### src/sv/lbpg_pkg.sv
// shared types, codes and helpers for the led blink pattern generator
package lbpg_pkg;

   localparam int UnitW  = 8;
   localparam int CountW = 16;

   localparam logic [UnitW-1:0] UNIT_TICKS_RESET = 8'd10;

   typedef enum logic [2:0] {
      PH_START = 3'd0,
      PH_ON    = 3'd1,
      PH_OFF   = 3'd2,
      PH_PAUSE = 3'd3,
      PH_END   = 3'd4
   } phase_type;

   localparam logic [2:0] MODE_ON        = 3'd0;
   localparam logic [2:0] MODE_OFF       = 3'd1;
   localparam logic [2:0] MODE_CFG_WAIT  = 3'd2;
   localparam logic [2:0] MODE_POS_WAIT  = 3'd3;
   localparam logic [2:0] MODE_READY     = 3'd4;

   localparam logic CMD_TICK   = 1'b0;
   localparam logic CMD_NOTIFY = 1'b1;

   typedef struct packed {
      logic       cmd;
      logic [2:0] mode;
   } item_type;

   typedef struct packed {
      logic [1:0] on_units;
      logic [1:0] off_units;
      logic [1:0] flash_count;
      logic [2:0] pause_units;
   } pattern_type;

   function automatic pattern_type pattern_of(input logic [2:0] mode);
      pattern_type p;
      p = '0;
      unique case (mode)
         MODE_ON:       p = '{2'd1, 2'd0, 2'd0, 3'd0};
         MODE_OFF:      p = '{2'd0, 2'd1, 2'd0, 3'd0};
         MODE_CFG_WAIT: p = '{2'd3, 2'd3, 2'd3, 3'd6};
         MODE_POS_WAIT: p = '{2'd3, 2'd3, 2'd2, 3'd6};
         MODE_READY:    p = '{2'd3, 2'd3, 2'd1, 3'd0};
         default:       p = '0;
      endcase
      return p;
   endfunction

   function automatic logic mode_known(input logic [2:0] mode);
      return (mode == MODE_ON) || (mode == MODE_OFF) || (mode == MODE_CFG_WAIT) ||
             (mode == MODE_POS_WAIT) || (mode == MODE_READY);
   endfunction

   // units times ticks per unit, at most 7 * 255
   function automatic logic [CountW-1:0] load_count(input logic [2:0] units,
                                                     input logic [UnitW-1:0] unit_ticks);
      logic [10:0] prod;
      prod = 11'(units) * 11'(unit_ticks);
      return CountW'(prod);
   endfunction

endpackage

### src/sv/led_blink_pattern_generator.sv
// led blink pattern generator top level: input word register, sequencer, result register
//
// channel  dir  handshake                 payload
// req      in   req_tvalid / req_tready   tuser = cmd, tdata = mode
// rsp      out  rsp_tvalid / rsp_tready   tdata = led_level
// csr      in   csr_we                    csr_wdata = unit_ticks
//
// one word per cycle sustained while rsp is not stalled; each word is held in the input
// register and then in the result register before it appears on rsp.
// the sequencer state advances only when the input register hands its word to
// the result register, so a stalled rsp holds both stages and then req_tready.
// reset clears the valid flags and the sequencer state and loads unit_ticks with 10.
module led_blink_pattern_generator
   import lbpg_pkg::*;
(
   input  logic       clock,
   input  logic       reset,
   input  logic       req_tvalid,
   output logic       req_tready,
   input  logic [7:0] req_tdata,   // [2:0] mode, [7:3] zero
   input  logic       req_tuser,   // [0] cmd
   output logic       rsp_tvalid,
   input  logic       rsp_tready,
   output logic [7:0] rsp_tdata,   // [0] led_level, [7:1] zero
   input  logic       csr_we,
   input  logic [7:0] csr_wdata
);

   logic [UnitW-1:0] unit_ticks_ff;
   logic             in_valid_ff;
   item_type         in_item_ff;
   logic             out_valid_ff;
   logic             led_ff;
   logic             advance;
   logic             lamp_next;

   assign advance    = in_valid_ff && (!out_valid_ff || rsp_tready);
   assign req_tready = !in_valid_ff || advance;
   assign rsp_tvalid = out_valid_ff;
   assign rsp_tdata  = {7'd0, led_ff};

   always_ff @(posedge clock) begin
      if (reset) begin
         unit_ticks_ff <= UNIT_TICKS_RESET;
      end else if (csr_we) begin
         unit_ticks_ff <= csr_wdata;
      end
   end

   always_ff @(posedge clock) begin
      if (reset) begin
         in_valid_ff <= 1'b0;
      end else if (req_tready) begin
         in_valid_ff <= req_tvalid;
      end
   end

   always_ff @(posedge clock) begin
      if (req_tready && req_tvalid) begin
         in_item_ff <= '{cmd: req_tuser, mode: req_tdata[2:0]};
      end
   end

   lbpg_seq u_seq (
      .clock      (clock),
      .reset      (reset),
      .step       (advance),
      .item       (in_item_ff),
      .unit_ticks (unit_ticks_ff),
      .lamp_next  (lamp_next)
   );

   always_ff @(posedge clock) begin
      if (reset) begin
         out_valid_ff <= 1'b0;
      end else if (advance) begin
         out_valid_ff <= 1'b1;
      end else if (rsp_tready) begin
         out_valid_ff <= 1'b0;
      end
   end

   always_ff @(posedge clock) begin
      if (advance) begin
         led_ff <= lamp_next;
      end
   end

endmodule

### src/sv/lbpg_seq.sv
// pattern sequencer: pattern registers, phase, tick counter and led level
module lbpg_seq
   import lbpg_pkg::*;
(
   input  logic             clock,
   input  logic             reset,
   input  logic             step,
   input  item_type         item,
   input  logic [UnitW-1:0] unit_ticks,
   output logic             lamp_next
);

   phase_type         phase_ff, phase_in;
   pattern_type       pat_ff, pat_in;
   logic [1:0]        flashes_ff, flashes_in;
   logic [CountW-1:0] count_ff, count_in;
   logic              lamp_ff, lamp_in;

   logic [CountW-1:0] count_dec;
   logic              count_zero;
   logic [1:0]        flashes_dec;
   logic              is_tick;
   logic              is_load;

   assign count_dec   = count_ff - CountW'(1);
   assign count_zero  = (count_dec == '0);
   assign flashes_dec = flashes_ff - 2'd1;
   assign is_tick     = step && (item.cmd == CMD_TICK);
   assign is_load     = step && (item.cmd == CMD_NOTIFY) && mode_known(item.mode);
   assign lamp_next   = lamp_in;

   // next phase
   always_comb begin
      phase_in = phase_ff;
      if (is_load) begin
         phase_in = PH_START;
      end else if (is_tick) begin
         unique case (phase_ff)
            PH_START: phase_in = (pat_ff.on_units != '0) ? PH_ON : PH_END;
            PH_ON: begin
               if (count_zero) begin
                  phase_in = (pat_ff.off_units != '0) ? PH_OFF : PH_END;
               end
            end
            PH_OFF: begin
               if (count_zero) begin
                  priority if (flashes_dec != '0) phase_in = PH_ON;
                  else if (pat_ff.pause_units != '0) phase_in = PH_PAUSE;
                  else phase_in = PH_START;
               end
            end
            PH_PAUSE: begin
               if (count_zero) begin
                  phase_in = PH_START;
               end
            end
            default: phase_in = phase_ff;
         endcase
      end
   end

   // counter, flash count, lamp and pattern
   always_comb begin
      pat_in     = pat_ff;
      flashes_in = flashes_ff;
      count_in   = count_ff;
      lamp_in    = lamp_ff;
      if (is_load) begin
         pat_in = pattern_of(item.mode);
      end else if (is_tick) begin
         unique case (phase_ff)
            PH_START: begin
               if (pat_ff.on_units != '0) begin
                  count_in   = load_count({1'b0, pat_ff.on_units}, unit_ticks);
                  flashes_in = pat_ff.flash_count;
                  lamp_in    = 1'b1;
               end else if (pat_ff.off_units != '0) begin
                  lamp_in = 1'b0;
               end
            end
            PH_ON: begin
               count_in = count_dec;
               if (count_zero && (pat_ff.off_units != '0)) begin
                  count_in = load_count({1'b0, pat_ff.off_units}, unit_ticks);
                  lamp_in  = 1'b0;
               end
            end
            PH_OFF: begin
               count_in = count_dec;
               if (count_zero) begin
                  flashes_in = flashes_dec;
                  priority if (flashes_dec != '0) begin
                     count_in = load_count({1'b0, pat_ff.on_units}, unit_ticks);
                     lamp_in  = 1'b1;
                  end else if (pat_ff.pause_units != '0) begin
                     count_in = load_count(pat_ff.pause_units, unit_ticks);
                  end
               end
            end
            PH_PAUSE: count_in = count_dec;
            default: count_in = count_ff;
         endcase
      end
   end

   always_ff @(posedge clock) begin
      if (reset) begin
         phase_ff   <= PH_START;
         pat_ff     <= '0;
         flashes_ff <= '0;
         count_ff   <= '0;
         lamp_ff    <= 1'b0;
      end else begin
         phase_ff   <= phase_in;
         pat_ff     <= pat_in;
         flashes_ff <= flashes_in;
         count_ff   <= count_in;
         lamp_ff    <= lamp_in;
      end
   end

endmodule
### config.mk
export PLATFORM = sky130hd
export DESIGN_NAME = led_blink_pattern_generator
export DESIGN_NICKNAME = d
export VERILOG_FILES = /design/src/sv/lbpg_pkg.sv /design/src/sv/led_blink_pattern_generator.sv /design/src/sv/lbpg_seq.sv
export SDC_FILE = /design/constraint.sdc
export NUM_CORES = 1
export LEC_CHECK = 0
export ABC_AREA = 1
export BUFFER_PORTS_ARGS = -buffer_cell sky130_fd_sc_hd__buf_2
export CAP_MARGIN = 20
export CORE_MARGIN = 2
export CORE_UTILIZATION = 62
export DETAILED_ROUTE_END_ITERATION = 16
export PLACE_DENSITY = 0.82
export SKIP_LAST_GASP = 1
export SYNTH_ARGS = -nofsm -noshare
export SYNTH_HDL_FRONTEND = slang
export SYNTH_HIERARCHICAL = 1
export SYNTH_SLANG_ARGS = --single-unit
### constraint.sdc
create_clock -name clock -period 2.9 [get_ports clock]
set_input_delay 0.29 -clock clock [delete_from_list [all_inputs] [get_ports clock]]
set_output_delay 0.29 -clock clock [all_outputs]
set_load 0.01 [all_outputs]
---- Word-level counts from Yosys, hierarchy flattened ----
Cells that the tools add are included.
Widths: inputs -> output; s select.
storage, ports and cells
  flip-flop bits (word level) ............. 46
  bits of input ports ..................... 22
  output and inout bits ................... 10
  logic and storage cells ................. 88
cells by class
  $add $sub $neg .......................... 2
  multiply operators ...................... 3
  eq/ne operators ......................... 11
  muxes and demuxes ....................... 28
  bitwise gates (word level) .............. 2
  reductions and logical operators ........ 28
operators by type and width
  cell                   count
  $mux 16                5
  $pmux 16 s4            1
  $pmux 9 s5             1
  $mul 2x8->10           2
  $mux 3                 6
  $logic_not 16->1       1
  $sub 16x1->16 const B  1
  $eq 3x2->1 const B     4
  $pmux 3 s4             1
  $mul 3x8->11           1
  $reduce_and 5->1       2
  $reduce_bool 2->1      5
  $mux 1                 9
  $ne 2x1->1 const B     4
  $eq 3x1->1 const B     2
  $logic_and 1x1->1      6
  $logic_not 3->1        2
  $logic_or 1x1->1       6
  $mux 2                 3
  $pmux 2 s2             1
  $reduce_and 4->1       1
  $reduce_bool 4->1      1
  $eq 3x3->1 const B     1
  $pmux 1 s3             1
  5 further kinds        7

---- Longest topological paths before layout ----
  depth in word-level cells ............... 8
  mapped depth ............................ 19
  depth with buffers taken out ............ 19

---- Cells and area by module ----
The synthesis kept the hierarchy.
modules (own cells, without submodules)
  module                       times used  cells an instance  area each (sq um)  sequential area each (sq um)
  lbpg_seq                     1           625                3652.3             540.5
  led_blink_pattern_generator  1           60                 564.3              350.3

---- Worst setup path after synthesis ----
Ideal clock, no wire load.
  kind .................................... register to register
  from .................................... reg u_seq/pat_ff[1] in the netlist's numbering
  to ...................................... reg u_seq.count_ff[9]
  setup time .............................. 109 ps
  arrival time ............................ 2476 ps
  data required time ...................... 2791 ps
  slack ................................... 315 ps
  cell stages (with the launch flop) ...... 19
  path buffers ............................ 1
  clock period less this slack ............ 2585 ps
  path through ............................ dfxtp_1 > clkbuf_1 > nand2_1 > inv_1 > ha_1 > ha_1 > fa_1 > nand3_1 > nand2_1 > a21oi_1 > o21bai_1 > a21oi_1 > o21ai_0 > o211ai_1 > nand2_1 > nand2_1 > nand3_1 > nand2_1 > inv_1
on the way
  word-level cells in the longest chain between the ends .. 5
  elaborated cells between the ends (all ways) .. 6
  classes of those cells .................. mul (1); mux (4); reduce/logical (1)
RTL lines
  what                                               RTL line                        text
  from (decl)                                        lbpg_seq.sv:14                  pattern_type pat_ff, pat_in;
  from (signal assigned)                             lbpg_seq.sv:115                 pat_ff <= pat_in;
  $mul 3x8->11 or $reduce_bool 3->1 (tied branches)  lbpg_pkg.sv:61, lbpg_seq.sv:95
  $mux 16 *                                          lbpg_seq.sv:95                  end else if (pat_ff.pause_units != '0) begin
  $mux 16 *                                          lbpg_seq.sv:92                  priority if (flashes_dec != '0) begin
  $mux 16 *                                          lbpg_seq.sv:90                  if (count_zero) begin
  $pmux 16 s4 *                                      lbpg_seq.sv:71                  unique case (phase_ff)
  to (signal assigned)                               lbpg_seq.sv:117                 count_ff <= count_in;
  to (decl)                                          lbpg_seq.sv:16                  logic [CountW-1:0] count_ff, count_in;
Mark *: on every way between the ends. The rest lies on a longest branch, timed or not.
A chain may end at the register's enable or synchronous reset.

---- Worst setup path in the final report ----
Ends and elaborated chain as after synthesis.

==> flow_summary.toml <==
[sta]
timing.slew.headroom = 0.641
fin_tns_setup_ns = 0
rsz0062_at_grt = "false"
timing.fmax_mhz = 381
setup_viol = 0
worst_clock_skew_ns = 0.0116
timing_hold_violations_final = 0
worst-slew-pin-transition_ns = 0.534
min_period_over_period = 0.906
final_period_minus_worst_setup_slack_ns = 2.63
final_max_slew_viol_count = 0
timing.hold.ws_ns = 0.145

[detailed_routing]
drt-pass1-iter-count = 5
routed_wl_um = 10800
post_detailed_route_count_of_antenna_violating_nets = 0
via_count = 4416
detail_route.iter0.violations = 376
drt-wirelength-per-cell_um = 13.8
detail_route.vias_per_cell = 5.63
drc_errors = 0

[floorplan]
number_of_placement_rows = 30
die-height_um = 86.5
dieWidth_um = 86.5
floorplan.die_area_um2 = 7480
initial_utilization = 0.631
io_pins = 32
core_um2 = 6680

[synth]
synthDominantCellAreaShare = 0.176
yosysWarnings = 6
ys_seq_elements = 42
ys_top_cells_by_area = "sky130_fd_sc_hd__dfxtp_1, sky130_fd_sc_hd__nand2_1, sky130_fd_sc_hd__ha_1"
synth-main-ff-cell = "sky130_fd_sc_hd__dfxtp_1"
synthDominantAreaCellType = "sky130_fd_sc_hd__dfxtp_1"
synth_cells = 685
synth_cell_type_count = 49
synth_sequential_area_ratio = 0.211
syn_avg_cell_area_um2 = 6.16
synth_edf_count = 5
area_of_the_mapped_netlist_um2 = 4220
async_flop_share = 0

[critical_path]
reg2reg_slack_ns = 0.27
worst-path-max-fanout = 8
crit_path_kind = "flip-flop to flip-flop"
critical-path-top-cell-by-count = "sky130_fd_sc_hd__nand2_1"
cp_slowest_stage_delay_ns = 0.41
worst-path-buf-inv = 3
worstSetupEndpointType = "flip-flop"
arr_time_crit_path_ns = 2.84
crit_slowest_cell = "sky130_fd_sc_hd__fa_1"
crit_path_cell_trace = "buf_4 -> nand2_1 -> inv_1 -> ha_1 -> ha_1 -> fa_1 -> nand3_1 -> nand2_1 -> a21oi_1 -> o21bai_1 -> a21oi_1 -> o21ai_1 -> o211ai_1 -> nand2_1 -> nand2_1 -> nand3_1 -> nand2_1 -> inv_1"
setup.worst_path.start_class = "flip-flop"
timing.critical_path.required_ns = 3.11
cpLargestDelayFamily = "adder cells"

[cts]
cts_inserted_buffers = 5
cts_root_buffer = "sky130_fd_sc_hd__clkbuf_8"
cts.sinks = 42
holdBufCountCts = 0
htreeDepth = 2
later_pin_clock_latency_in_the_skew_report_ns = 0.31
max_root_sink_buffers = 2
clock_tree_from_tritoncts = "yes"
path_clk_slew_ns = 0.10

[final_layout]
area_growth_pct = 6.20
final_layout_size_suffix_gt1_frac = 0.128
finalInstanceArea_um2 = 4480
antennaDiodeCount = 0
layout.nets = 760
layout.cells.most_common_list = "sky130_fd_sc_hd__nand2_1, sky130_fd_sc_hd__inv_1, sky130_fd_sc_hd__nor2_1"
layout_commonest_cell = "sky130_fd_sc_hd__nand2_1"
fin_util = 0.670

[flow_run]
cap_violations = 0

[placement]
detailed_place.area_um2 = 4380
dp_hpwl_um = 8810
port_buffer_count = 19
routabilityCongestion = 0.982

[grt]
grt_pass1_vias = 4187
grt_first_pass_wirelength_um = 18400
global_route_overflow = 0
grt_max_degree = 22
grt_util_all_layers = 0.304
grt_antenna_before_repair = 0

[pwr]
ir_drop_mv = 0.277
pwr_density_cell_nw_per_um2 = 320
switching_share = 0.364
leakagePower_nw = 2.50
seq_power_share = 0.450
power.clock.fraction = 0.297
net_sw_power_mw = 0.522
internal_power_mw = 0.910
comb_power_share = 0.253

[outcome]
outcome = "complete, no violations"

[min_path]
worstHoldPathType = "primary input to flip-flop"
-- cells by family after synthesis --
logic type | synth area share
adders and majority gates | 0.106
buffers and inverters | 0.122
other | 0.000889
xor gates and xnor gates | 0.0267
DFF | 0.211
AOI/OAI and AO/OA | 0.136
and+or+nand+nor | 0.397
-- final timing paths --
kind | start | endpoint | cells after the start
min | req_tuser | in_item_ff[3] | 1
min reg2reg | u_seq/flashes_ff[1] | u_seq/flashes_ff[1] | 2
max reg2reg | u_seq/pat_ff[1] | u_seq/count_ff[9] | 18
max | u_seq/pat_ff[1] | u_seq/count_ff[9] | 18
-- power by group through the flow --
stage,Combinational [mW],Clock [mW],Sequential (mW)
after detailed placement,0.356,0,0.657
after CTS,0.359,0.431,0.644
after global placement,0.348,0,0.656
after global routing,0.407,0.452,0.650
after floorplan,0.284,0,0.644
final,0.363,0.425,0.645
-- worst reg2reg max path: stages (launching register included) --
cell,delay [ns]
sky130_fd_sc_hd__dfxtp_2,0.37
sky130_fd_sc_hd__buf_4,0.18
sky130_fd_sc_hd__nand2_1,0.08
sky130_fd_sc_hd__inv_1,0.05
sky130_fd_sc_hd__ha_1,0.17
sky130_fd_sc_hd__ha_1,0.21
sky130_fd_sc_hd__fa_1,0.41
sky130_fd_sc_hd__nand3_1,0.11
sky130_fd_sc_hd__nand2_1,0.08
sky130_fd_sc_hd__a21oi_1,0.14
sky130_fd_sc_hd__o21bai_1,0.09
sky130_fd_sc_hd__a21oi_1,0.12
sky130_fd_sc_hd__o21ai_1,0.11
sky130_fd_sc_hd__o211ai_1,0.10
sky130_fd_sc_hd__nand2_1,0.08
sky130_fd_sc_hd__nand2_1,0.06
sky130_fd_sc_hd__nand3_1,0.07
sky130_fd_sc_hd__nand2_1,0.07
sky130_fd_sc_hd__inv_1,0.03
-- stage by stage --
step	cells	worst slack [ns]	total power, mW
after floorplan	691	0.315	0.928
after global placement	777	0.328	1.00
after detailed placement	777	0.251	1.01
after CTS	785	0.224	1.43
after global routing	785	0.00292	1.51
final	785	0.273	1.43
-- synthesized netlist by cell type (2+ instances only) --
master	instances
sky130_fd_sc_hd__a211oi_1	3
sky130_fd_sc_hd__a21oi_1	44
sky130_fd_sc_hd__a21oi_2	2
sky130_fd_sc_hd__a31oi_1	3
sky130_fd_sc_hd__buf_4	8
sky130_fd_sc_hd__clkbuf_1	10
sky130_fd_sc_hd__dfxtp_1	37
sky130_fd_sc_hd__edfxtp_1	5
sky130_fd_sc_hd__fa_1	3
sky130_fd_sc_hd__ha_1	31
sky130_fd_sc_hd__inv_1	103
sky130_fd_sc_hd__inv_2	5
sky130_fd_sc_hd__nand2_1	196
sky130_fd_sc_hd__nand2_2	14
sky130_fd_sc_hd__nand2_4	4
sky130_fd_sc_hd__nand3_1	44
sky130_fd_sc_hd__nand3_2	3
sky130_fd_sc_hd__nand3b_1	6
sky130_fd_sc_hd__nand4_1	11
sky130_fd_sc_hd__nor2_1	66
sky130_fd_sc_hd__nor2_2	8
sky130_fd_sc_hd__nor2_4	5
sky130_fd_sc_hd__nor3_1	5
sky130_fd_sc_hd__nor3_2	2
sky130_fd_sc_hd__o21ai_0	28
sky130_fd_sc_hd__o21ai_1	2
sky130_fd_sc_hd__o21ai_2	2
sky130_fd_sc_hd__o22ai_1	3
sky130_fd_sc_hd__or2_2	3
sky130_fd_sc_hd__xnor2_1	6
sky130_fd_sc_hd__xor2_1	5
-- per-layer routing --
metal	track usage	routed length, µm	vias to the layer above
li1	-	-	2220
met1	0.365	4630	1985
met2	0.541	5220	183
met3	0.0467	681	28
met4	0.119	299	0
met5	0	0	-
-- cell type report --
cell class	count	area, µm²
clock inverters	3	28.8
flip-flops and latches	42	895
multi-input cells	521	2830
well taps	80	100
clock buffers	5	68.8
fillers	618	2200
inverters	109	412
repair buffers	25	140
-- state kept, by name (all words and copies together), names as in the netlist --
register,count
u_seq/pat_ff,5
u_seq/phase_ff,3
led_ff,1
unit_ticks_ff,8
in_valid_ff,1
u_seq/count_ff,16
in_item_ff,4
u_seq/lamp_ff,1
u_seq/flashes_ff,2
rsp_tvalid,1
-- what timing repair did --
item | CTS | global route
resized for setup | 0 | 4
setup endpoints to repair | 0 | 1
setup buffers | 0 | 0
Note: power is estimated with default switching activity, not from simulation.
